[config.mk]
export PLATFORM = sky130hd
export DESIGN_NAME = prince_block_cipher_flat
export DESIGN_NICKNAME = d
export VERILOG_FILES = /design/src/sv/prn_pkg.sv /design/src/sv/prn_if.sv /design/src/sv/prince_block_cipher.sv /design/src/flat_wrapper.sv
export SDC_FILE = /design/constraint.sdc
export NUM_CORES = 2
export LEC_CHECK = 0
export BUFFER_PORTS_ARGS = -buffer_cell sky130_fd_sc_hd__buf_2
export CORE_ASPECT_RATIO = 1.2
export CORE_UTILIZATION = 69
export CTS_CLUSTER_SIZE = 40
export DETAILED_ROUTE_END_ITERATION = 12
export PLACE_DENSITY = 0.88
export REMOVE_ABC_BUFFERS = 1
export SLEW_MARGIN = 0
export SYNTH_ARGS = -nofsm -noshare
export SYNTH_HDL_FRONTEND = slang
export SYNTH_SLANG_ARGS = --single-unit
[constraint.sdc]
create_clock -name i_clk -period 13 [get_ports i_clk]
set_clock_uncertainty 0.05 [all_clocks]
set_input_delay 2.6 -clock i_clk [delete_from_list [all_inputs] [get_ports i_clk]]
set_output_delay 2.6 -clock i_clk [all_outputs]
set_load 0.02 [all_outputs]
[src/sv/prn_pkg.sv]
`timescale 1ns / 1ps

package prn_pkg;

    localparam int unsigned DATA_W = 64;
    localparam int unsigned ADDR_W = 4;
    localparam int unsigned STAGES = 11;

    // register byte offsets
    localparam logic [ADDR_W-1:0] ADDR_WHITENING_KEY = 4'h0;
    localparam logic [ADDR_W-1:0] ADDR_CORE_KEY      = 4'h8;

    localparam logic [63:0] ALPHA = 64'hdd05_c79c_7b92_ca0c;

    // round constants, byte i in bits 8i+7..8i
    localparam logic [63:0] RC [12] = '{
        64'h0000_0000_0000_0000,
        64'h4437_0730_e2a8_9131,
        64'h0d13_f992_2283_904a,
        64'h98c6_e4ce_89af_e280,
        64'h7731_0d83_6e12_8254,
        64'hc6c0_9e43_fc66_45eb,
        64'h1bc5_59df_87f4_8fe7,
        64'haa34_ca1f_1580_4858,
        64'h45c3_2352_f23d_288c,
        64'hd016_3e0e_5911_5a46,
        64'h9932_c0ac_993a_5b3d,
        64'hdd05_c79c_7b92_ca0c
    };

    localparam logic [3:0] SBOX_FWD [16] = '{
        4'hB, 4'hF, 4'h3, 4'h2, 4'hA, 4'hC, 4'h9, 4'h1,
        4'h6, 4'h7, 4'h8, 4'h0, 4'hE, 4'h5, 4'hD, 4'h4
    };
    localparam logic [3:0] SBOX_INV [16] = '{
        4'hB, 4'h7, 4'h3, 4'h2, 4'hF, 4'hD, 4'h8, 4'h9,
        4'hA, 4'h6, 4'h4, 4'h0, 4'h5, 4'hE, 4'hC, 4'h1
    };

    // nibble moves of the row shift: low nibble from SR_LO, high from SR_HI/ISR_HI
    localparam logic [2:0] SR_LO  [8] = '{3'd0, 3'd5, 3'd2, 3'd7, 3'd4, 3'd1, 3'd6, 3'd3};
    localparam logic [2:0] SR_HI  [8] = '{3'd2, 3'd7, 3'd4, 3'd1, 3'd6, 3'd3, 3'd0, 3'd5};
    localparam logic [2:0] ISR_HI [8] = '{3'd6, 3'd3, 3'd0, 3'd5, 3'd2, 3'd7, 3'd4, 3'd1};

    // M' masks for outer (pairs 0 and 3) and inner (pairs 1 and 2) blocks
    localparam logic [7:0] M_OUT = 8'hD7;
    localparam logic [7:0] N_OUT = 8'h7D;
    localparam logic [3:0] P_OUT = 4'hB;
    localparam logic [3:0] Q_OUT = 4'hE;
    localparam logic [7:0] M_IN  = 8'hEB;
    localparam logic [7:0] N_IN  = 8'hBE;
    localparam logic [3:0] P_IN  = 4'hD;
    localparam logic [3:0] Q_IN  = 4'h7;

    typedef logic [63:0] t_block;

    function automatic t_block sub_layer(input t_block s, input logic inv);
        t_block t;
        for (int i = 0; i < 16; i++) begin
            t[4*i +: 4] = inv ? SBOX_INV[s[4*i +: 4]] : SBOX_FWD[s[4*i +: 4]];
        end
        return t;
    endfunction

    function automatic logic [7:0] mix(input logic [7:0] x, input logic [7:0] y,
                                       input logic [7:0] m, input logic [7:0] n,
                                       input logic [3:0] p, input logic [3:0] q);
        return (x & m) ^ (y & n)
             ^ {4'h0, x[7:4] & p} ^ {4'h0, y[7:4] & q}
             ^ {x[3:0] & p, 4'h0} ^ {y[3:0] & q, 4'h0};
    endfunction

    function automatic t_block mprime(input t_block s);
        t_block     t;
        logic [7:0] a;
        logic [7:0] b;
        logic       outer;
        for (int k = 0; k < 4; k++) begin
            a     = s[16*k +: 8];
            b     = s[16*k+8 +: 8];
            outer = (k == 0) || (k == 3);
            if (outer) begin
                t[16*k +: 8]   = mix(a, b, M_OUT, N_OUT, P_OUT, Q_OUT);
                t[16*k+8 +: 8] = mix(b, a, M_OUT, N_OUT, P_OUT, Q_OUT);
            end else begin
                t[16*k +: 8]   = mix(a, b, M_IN, N_IN, P_IN, Q_IN);
                t[16*k+8 +: 8] = mix(b, a, M_IN, N_IN, P_IN, Q_IN);
            end
        end
        return t;
    endfunction

    function automatic t_block shift_rows(input t_block s, input logic inv);
        t_block t;
        int     lo_b;
        int     hi_b;
        for (int i = 0; i < 8; i++) begin
            lo_b = int'(SR_LO[i]);
            hi_b = inv ? int'(ISR_HI[i]) : int'(SR_HI[i]);
            t[8*i +: 4]   = s[8*lo_b +: 4];
            t[8*i+4 +: 4] = s[8*hi_b+4 +: 4];
        end
        return t;
    endfunction

    function automatic t_block fwd_round(input t_block s, input t_block rc, input t_block k1);
        return shift_rows(mprime(sub_layer(s, 1'b0)), 1'b0) ^ rc ^ k1;
    endfunction

    function automatic t_block mid_layer(input t_block s);
        return sub_layer(mprime(sub_layer(s, 1'b0)), 1'b1);
    endfunction

    function automatic t_block inv_round(input t_block s, input t_block rc, input t_block k1);
        return sub_layer(mprime(shift_rows(s ^ k1 ^ rc, 1'b1)), 1'b1);
    endfunction

endpackage

[src/sv/prn_if.sv]
`timescale 1ns / 1ps

interface prn_in_if;
    logic        valid;
    logic        ready;
    logic        mode;
    logic [63:0] block_in;

    modport source (output valid, output mode, output block_in, input ready);
    modport sink   (input valid, input mode, input block_in, output ready);
endinterface

interface prn_out_if;
    logic        valid;
    logic        ready;
    logic [63:0] block_out;

    modport source (output valid, output block_out, input ready);
    modport sink   (input valid, input block_out, output ready);
endinterface

[src/sv/prince_block_cipher.sv]
`timescale 1ns / 1ps

// PRINCE block cipher, 64-bit block, 128-bit key (k0 at 0x0, k1 at 0x8).
// Input channel i_blk carries mode (0 encrypt, 1 decrypt) and block_in;
// output channel o_blk carries block_out. A transaction completes when
// valid and ready are both high at a rising clock edge.
// Keys are written over the APB port (64-bit data, pready tied high);
// the user must write them only while no transaction is in flight;
// the block does not enforce this. Reads return the stored key half.
// Datapath: 11 register stages, one PRINCE round per stage (input
// whitening folded into the first, output whitening into the last, the
// middle layer in stage 6); one block is accepted every cycle while
// i_blk.ready is high. When o_blk.ready is low the pipeline compresses:
// stages behind a bubble keep moving and i_blk.ready drops only once
// all 11 stages hold data. Nothing is dropped or repeated under a stall.
// Reset (i_rst_n low at a clock edge) empties the pipeline and clears
// both key halves to zero.
module prince_block_cipher (
    input  logic                          i_clk,
    input  logic                          i_rst_n,
    prn_in_if.sink                        i_blk,
    prn_out_if.source                     o_blk,
    input  logic                          psel,
    input  logic                          penable,
    input  logic                          pwrite,
    input  logic [prn_pkg::ADDR_W-1:0]    paddr,
    input  logic [prn_pkg::DATA_W-1:0]    pwdata,
    output logic [prn_pkg::DATA_W-1:0]    prdata,
    output logic                          pready
);

    logic [63:0] r_k0;
    logic [63:0] r_k1;
    logic [63:0] w_kp;

    logic [63:0] r_data  [1:prn_pkg::STAGES];
    logic        r_valid [1:prn_pkg::STAGES];
    logic        r_mode  [1:prn_pkg::STAGES-1];
    logic        w_rdy   [1:prn_pkg::STAGES+1];

    // config port
    assign pready = 1'b1;

    always_ff @(posedge i_clk) begin
        if (!i_rst_n) begin
            r_k0 <= '0;
            r_k1 <= '0;
        end else if (psel && penable && pwrite) begin
            if (paddr[3] == prn_pkg::ADDR_CORE_KEY[3]) begin
                r_k1 <= pwdata;
            end else begin
                r_k0 <= pwdata;
            end
        end
    end

    always_comb begin
        prdata = (paddr[3] == prn_pkg::ADDR_CORE_KEY[3]) ? r_k1 : r_k0;
    end

    // P(k0) = ror1(k0) ^ (k0 >> 63)
    assign w_kp = {r_k0[0], r_k0[63:1]} ^ {63'h0, r_k0[63]};

    assign w_rdy[prn_pkg::STAGES+1] = o_blk.ready;
    assign i_blk.ready = w_rdy[1];
    assign o_blk.valid = r_valid[prn_pkg::STAGES];
    assign o_blk.block_out = r_data[prn_pkg::STAGES];

    for (genvar s = 1; s <= prn_pkg::STAGES; s++) begin : g_stage
        logic [63:0] w_in;
        logic        w_vin;
        logic        w_min;
        logic [63:0] w_k1;
        logic [63:0] w_nxt;

        if (s == 1) begin : g_src_in
            assign w_in  = i_blk.block_in;
            assign w_vin = i_blk.valid;
            assign w_min = i_blk.mode;
        end else begin : g_src_reg
            assign w_in  = r_data[s-1];
            assign w_vin = r_valid[s-1];
            assign w_min = r_mode[s-1];
        end

        assign w_k1  = r_k1 ^ (w_min ? prn_pkg::ALPHA : 64'h0);
        assign w_rdy[s] = !r_valid[s] || w_rdy[s+1];

        if (s == 1) begin : g_first
            assign w_nxt = prn_pkg::fwd_round(
                w_in ^ (w_min ? w_kp : r_k0) ^ w_k1 ^ prn_pkg::RC[0],
                prn_pkg::RC[1], w_k1);
        end else if (s <= 5) begin : g_fwd
            assign w_nxt = prn_pkg::fwd_round(w_in, prn_pkg::RC[s], w_k1);
        end else if (s == 6) begin : g_mid
            assign w_nxt = prn_pkg::mid_layer(w_in);
        end else if (s < prn_pkg::STAGES) begin : g_inv
            assign w_nxt = prn_pkg::inv_round(w_in, prn_pkg::RC[s-1], w_k1);
        end else begin : g_last
            assign w_nxt = prn_pkg::inv_round(w_in, prn_pkg::RC[s-1], w_k1)
                         ^ prn_pkg::RC[11] ^ w_k1 ^ (w_min ? r_k0 : w_kp);
        end

        always_ff @(posedge i_clk) begin
            if (!i_rst_n) begin
                r_valid[s] <= 1'b0;
            end else if (w_rdy[s]) begin
                r_valid[s] <= w_vin;
            end
        end

        always_ff @(posedge i_clk) begin
            if (w_rdy[s] && w_vin) begin
                r_data[s] <= w_nxt;
            end
        end

        if (s < prn_pkg::STAGES) begin : g_mode
            always_ff @(posedge i_clk) begin
                if (w_rdy[s] && w_vin) begin
                    r_mode[s] <= w_min;
                end
            end
        end
    end

endmodule

[src/flat_wrapper.sv]
// flat-port wrapper written by rule: the top's interface ports become plain ports
module prince_block_cipher_flat 
  (i_clk, i_rst_n, psel, penable, pwrite, paddr, pwdata, prdata, pready, i_blk_valid, i_blk_mode, i_blk_block_in, i_blk_ready, o_blk_valid, o_blk_block_out, o_blk_ready);
  prn_in_if i_blk_i ();
  prn_out_if o_blk_i ();
  input  logic i_clk;
  input  logic i_rst_n;
  input  logic psel;
  input  logic penable;
  input  logic pwrite;
  input  logic [prn_pkg::ADDR_W-1:0] paddr;
  input  logic [prn_pkg::DATA_W-1:0] pwdata;
  output logic [prn_pkg::DATA_W-1:0] prdata;
  output logic pready;
  input wire logic [$bits(i_blk_i.valid)-1:0] i_blk_valid;
  input wire logic [$bits(i_blk_i.mode)-1:0] i_blk_mode;
  input wire logic [$bits(i_blk_i.block_in)-1:0] i_blk_block_in;
  output wire logic [$bits(i_blk_i.ready)-1:0] i_blk_ready;
  output wire logic [$bits(o_blk_i.valid)-1:0] o_blk_valid;
  output wire logic [$bits(o_blk_i.block_out)-1:0] o_blk_block_out;
  input wire logic [$bits(o_blk_i.ready)-1:0] o_blk_ready;
  assign i_blk_i.valid = i_blk_valid;
  assign i_blk_i.mode = i_blk_mode;
  assign i_blk_i.block_in = i_blk_block_in;
  assign i_blk_ready = i_blk_i.ready;
  assign o_blk_valid = o_blk_i.valid;
  assign o_blk_block_out = o_blk_i.block_out;
  assign o_blk_i.ready = o_blk_ready;
  prince_block_cipher u_core (.i_clk(i_clk), .i_rst_n(i_rst_n), .i_blk(i_blk_i), .o_blk(o_blk_i), .psel(psel), .penable(penable), .pwrite(pwrite), .paddr(paddr), .pwdata(pwdata), .prdata(prdata), .pready(pready));
endmodule
==> results.sh <==
export IMPL_run_status="finished, violations left"
export IMPL_violations="max-capacitance violations, max-slew violations"
export IMPL_grt_setup_unrepaired="no"
export IMPL_arrival_ns=5.25
export IMPL_swShare_pct=39.64
export IMPL_path_cells="buf_2 -> nor2b_1 -> buf_4 -> and4_1 -> and2_1 -> and3_1 -> and3_1 -> and2_1 -> nand2_1 -> buf_2"
export IMPL_finalSetupViolCount=0
export IMPL_holdPathStages=0
export IMPL_clk_latency_ns=0.73
export IMPL_grt_total_usage_pct=42.77
export IMPL_drc=0
export IMPL_area_delta_synth_final_pct=8.421
export IMPL_worst_slew_pin_slew_ns=1.511
export IMPL_p_leak_uw=0.03360
export IMPL_die_area_mm2=0.1114
export IMPL_grt_pass1_vias=55874
export IMPL_r2r_start="u_core.r_k1[16]$_SDFFE_PN0P_"
export IMPL_hold_path_class="flop to flop"
export IMPL_period_minus_slack_ns=7.900
export IMPL_core_area_mm2=0.1085
export IMPL_place_congestion=1.044
export IMPL_placed_area_mm2=0.07915
export IMPL_num_rows=132
export IMPL_grt_overflow=0
export IMPL_final_nets=8640
export IMPL_grt_max_degree=84
export IMPL_period_share_pct=60.77
export IMPL_ir_worst_vdd_mv=0.1269
export IMPL_multiInputGateArea_mm2=0.04848
export IMPL_combPwrFrac_pct=47.2
export IMPL_dieHeight_um=365.4
export IMPL_synth_edf_count=725
export IMPL_regToRegSetupSlack_ns=8.50
export IMPL_synth_ff_type="edfxtp_1"
export IMPL_path_max_fanout=7
export IMPL_cp_end_kind="output port"
export IMPL_power_density_mw_per_mm2=163.6
export IMPL_start_util_pct=69.99
export IMPL_critical_path_top_delay_family="simple AND/OR/NAND/NOR gates"
export IMPL_hold_start="u_core.r_mode[5]$_DFFE_PP_"
export IMPL_seqCellArea_mm2=0.02433
export IMPL_critPathRequiredTime_ns=10.35
export IMPL_die_x_um=304.8
export IMPL_p_int_uw=8129
export IMPL_ioPinCount=271
export IMPL_drive_above_1_share_pct=10.73
export IMPL_max_slew_margin_pct=-1.823
export IMPL_viasPerCell=6.266
export IMPL_synth_seq_cells=853
export IMPL_path_buf_inv=3
export IMPL_slew_viol_final=3
export IMPL_clk_pin_slew_ns=0.06
export IMPL_vias=57597
export IMPL_start_kind="primary input"
export IMPL_cts_buffers=92
export IMPL_cts_sinks=853
export IMPL_async_flop_share_pct=0
export IMPL_grt_pass1_wl_um=347600
export IMPL_finalHoldViolCount=0
export IMPL_cts_hold_buf=0
export IMPL_fill_cells=7121
export IMPL_rr_worst_depth=10
export IMPL_io_buffers=266
export IMPL_postCtsSetupRepairBufs=0
export IMPL_ys_types=70
export IMPL_holdWs_ns=0.3758
export IMPL_yosysSeqAreaShare_pct=32.04
export IMPL_dpl_hpwl_um=183800
export IMPL_layout_common_cells="xnor2_1, ha_1, edfxtp_1"
export IMPL_worstReg2RegEnd="u_core.r_data[0][727]$_DFFE_PP_"
export IMPL_p_switching_uw=5338
export IMPL_crit_type="primary input to output port"
export IMPL_final_common_cell="xnor2_1"
export IMPL_clock_fmax_mhz=126.6
export IMPL_avgSynthCellArea_um2=10.23
export IMPL_routed_wl_um=243900
export IMPL_slowest_delay_ns=0.41
export IMPL_power_frac_seq_pct=31.8
export IMPL_cts_htree_levels=3
export IMPL_cts_tree="yes"
export IMPL_critPathSlowestCell="and2_1"
export IMPL_cts_root_buf="clkbuf_16"
export IMPL_antenna_found_initial=15
export IMPL_synth_warnings=0
export IMPL_post_drt_wl_per_cell_um=26.54
export IMPL_maxCapViolations=1
export IMPL_drt_iter0_drc=5922
export IMPL_synth_cells=7426
export IMPL_drtPass1Iterations=6
export IMPL_clock_path_buffers=3
export IMPL_pwr_share_clk_pct=21.0
export IMPL_whs_endpoint="u_core.r_mode[6]$_DFFE_PP_"
export IMPL_finalInstanceArea_mm2=0.08234
export IMPL_syn_area_mm2=0.07594
export IMPL_tns_ns=0
export IMPL_ctsResizeCount=0
export IMPL_final_antenna_net_count=0
routing by layer:
layer | vias up | routed length, um | track usage (%)
met5 | - | 13 | 0
met4 | 2 | 26650 | 40.55
met3 | 963 | 26430 | 9.111
met2 | 3429 | 108700 | 67.93
met1 | 27622 | 82180 | 48.10
li1 | 25581 | - | -
flip-flops by register name, indices dropped and copies added, names as in the netlist:
signal and count:
u_core.r_data 704, u_core.r_k0 64, u_core.r_k1 64, u_core.r_mode 10, u_core.r_valid 11
how the worst max path moves through the flow:
stage	startpoint	end	slack [ns]	cells after the start
6_report	o_blk_ready	i_blk_ready	5.10	10
3_3_place_gp	o_blk_ready	i_blk_ready	5.24	10
2_1_floorplan	o_blk_ready	u_core.r_data[0][100]$_DFFE_PP_	3.88	7
3_5_place_dp	o_blk_ready	i_blk_ready	5.19	10
4_1_cts	o_blk_ready	i_blk_ready	5.16	10
5_1_grt	o_blk_ready	i_blk_ready	5.07	10
synthesized netlist by cell type, types with 13 or more instances:
| cell | instances | area, um2 |
|---|---|---|
| xnor2_2 | 31 | 504.2 |
| buf_2 | 59 | 295.3 |
| buf_1 | 21 | 78.83 |
| a21boi_0 | 132 | 991.0 |
| nor2b_1 | 32 | 200.2 |
| nand3_1 | 80 | 400.4 |
| buf_4 | 16 | 120.1 |
| a21o_1 | 58 | 435.4 |
| o21ai_0 | 395 | 1977 |
| edfxtp_1 | 725 | 21770 |
| xnor2_1 | 1479 | 12950 |
| o21a_1 | 16 | 120.1 |
| a21oi_1 | 327 | 1637 |
| nand2b_1 | 19 | 118.9 |
| nand2_1 | 453 | 1700 |
| xor2_1 | 703 | 6157 |
| ha_1 | 803 | 10050 |
| nand3b_1 | 19 | 142.6 |
| nor2_1 | 250 | 938.4 |
| o31ai_1 | 14 | 105.1 |
| clkbuf_1 | 105 | 394.1 |
| mux2_2 | 109 | 1227 |
| xnor3_1 | 14 | 315.3 |
| mux4_2 | 98 | 2207 |
| dfxtp_1 | 128 | 2562 |
| a211oi_1 | 68 | 510.5 |
| mux2i_1 | 271 | 2713 |
| o21ai_1 | 13 | 65.06 |
| nor3_1 | 152 | 760.7 |
| a221oi_1 | 42 | 367.9 |
| inv_1 | 616 | 2312 |
| nor3b_1 | 23 | 172.7 |
| o211ai_1 | 15 | 112.6 |
logic make-up after synthesis:
family	count (synthesis)	synth area share, %
compound gates	1147	9.039
fa+ha+maj	803	13.23
other cells	1	0.004938
flops	853	32.04
simple gates	1057	6.088
buf+inv	830	4.401
xor+xnor	2252	26.93
mux	483	8.263
cell type report:
cell class,count,area share [%]
Antenna cell,9,0.02735
Clock buffer,119,3.164
Clock inverter,54,0.6762
Inverter,619,2.822
Multi-Input combinational cell,5743,58.88
Sequential cell,853,29.55
Tap cell,1407,2.138
Timing Repair Buffer,388,2.735
power by group through the flow:
stage / clock (uW) / sequential [uW] / combinational (uW)
after detailed placement: 0 / 4310 / 6160
after global routing: 2910 / 4320 / 6720
final: 2830 / 4280 / 6360
after CTS: 2810 / 4260 / 6230
after floorplan: 0 / 4190 / 4560
after global placement: 0 / 4280 / 5930
metrics by stage:
| stage | util (%) | total power (uW) | std cells | setup slack [ns] |
|---|---|---|---|---|
| 2_1_floorplan | - | 8752 | 7215 | 3.885 |
| 3_3_place_gp | 72.95 | 10210 | 9010 | 5.238 |
| 3_5_place_dp | 72.95 | 10470 | 9010 | 5.194 |
| 4_1_cts | 75.86 | 13300 | 9183 | 5.159 |
| 5_1_grt | 75.88 | 13940 | 9191 | 5.071 |
| 6_report | 75.88 | 13470 | 9192 | 5.100 |
Note: power is estimated with default switching activity, not from simulation.
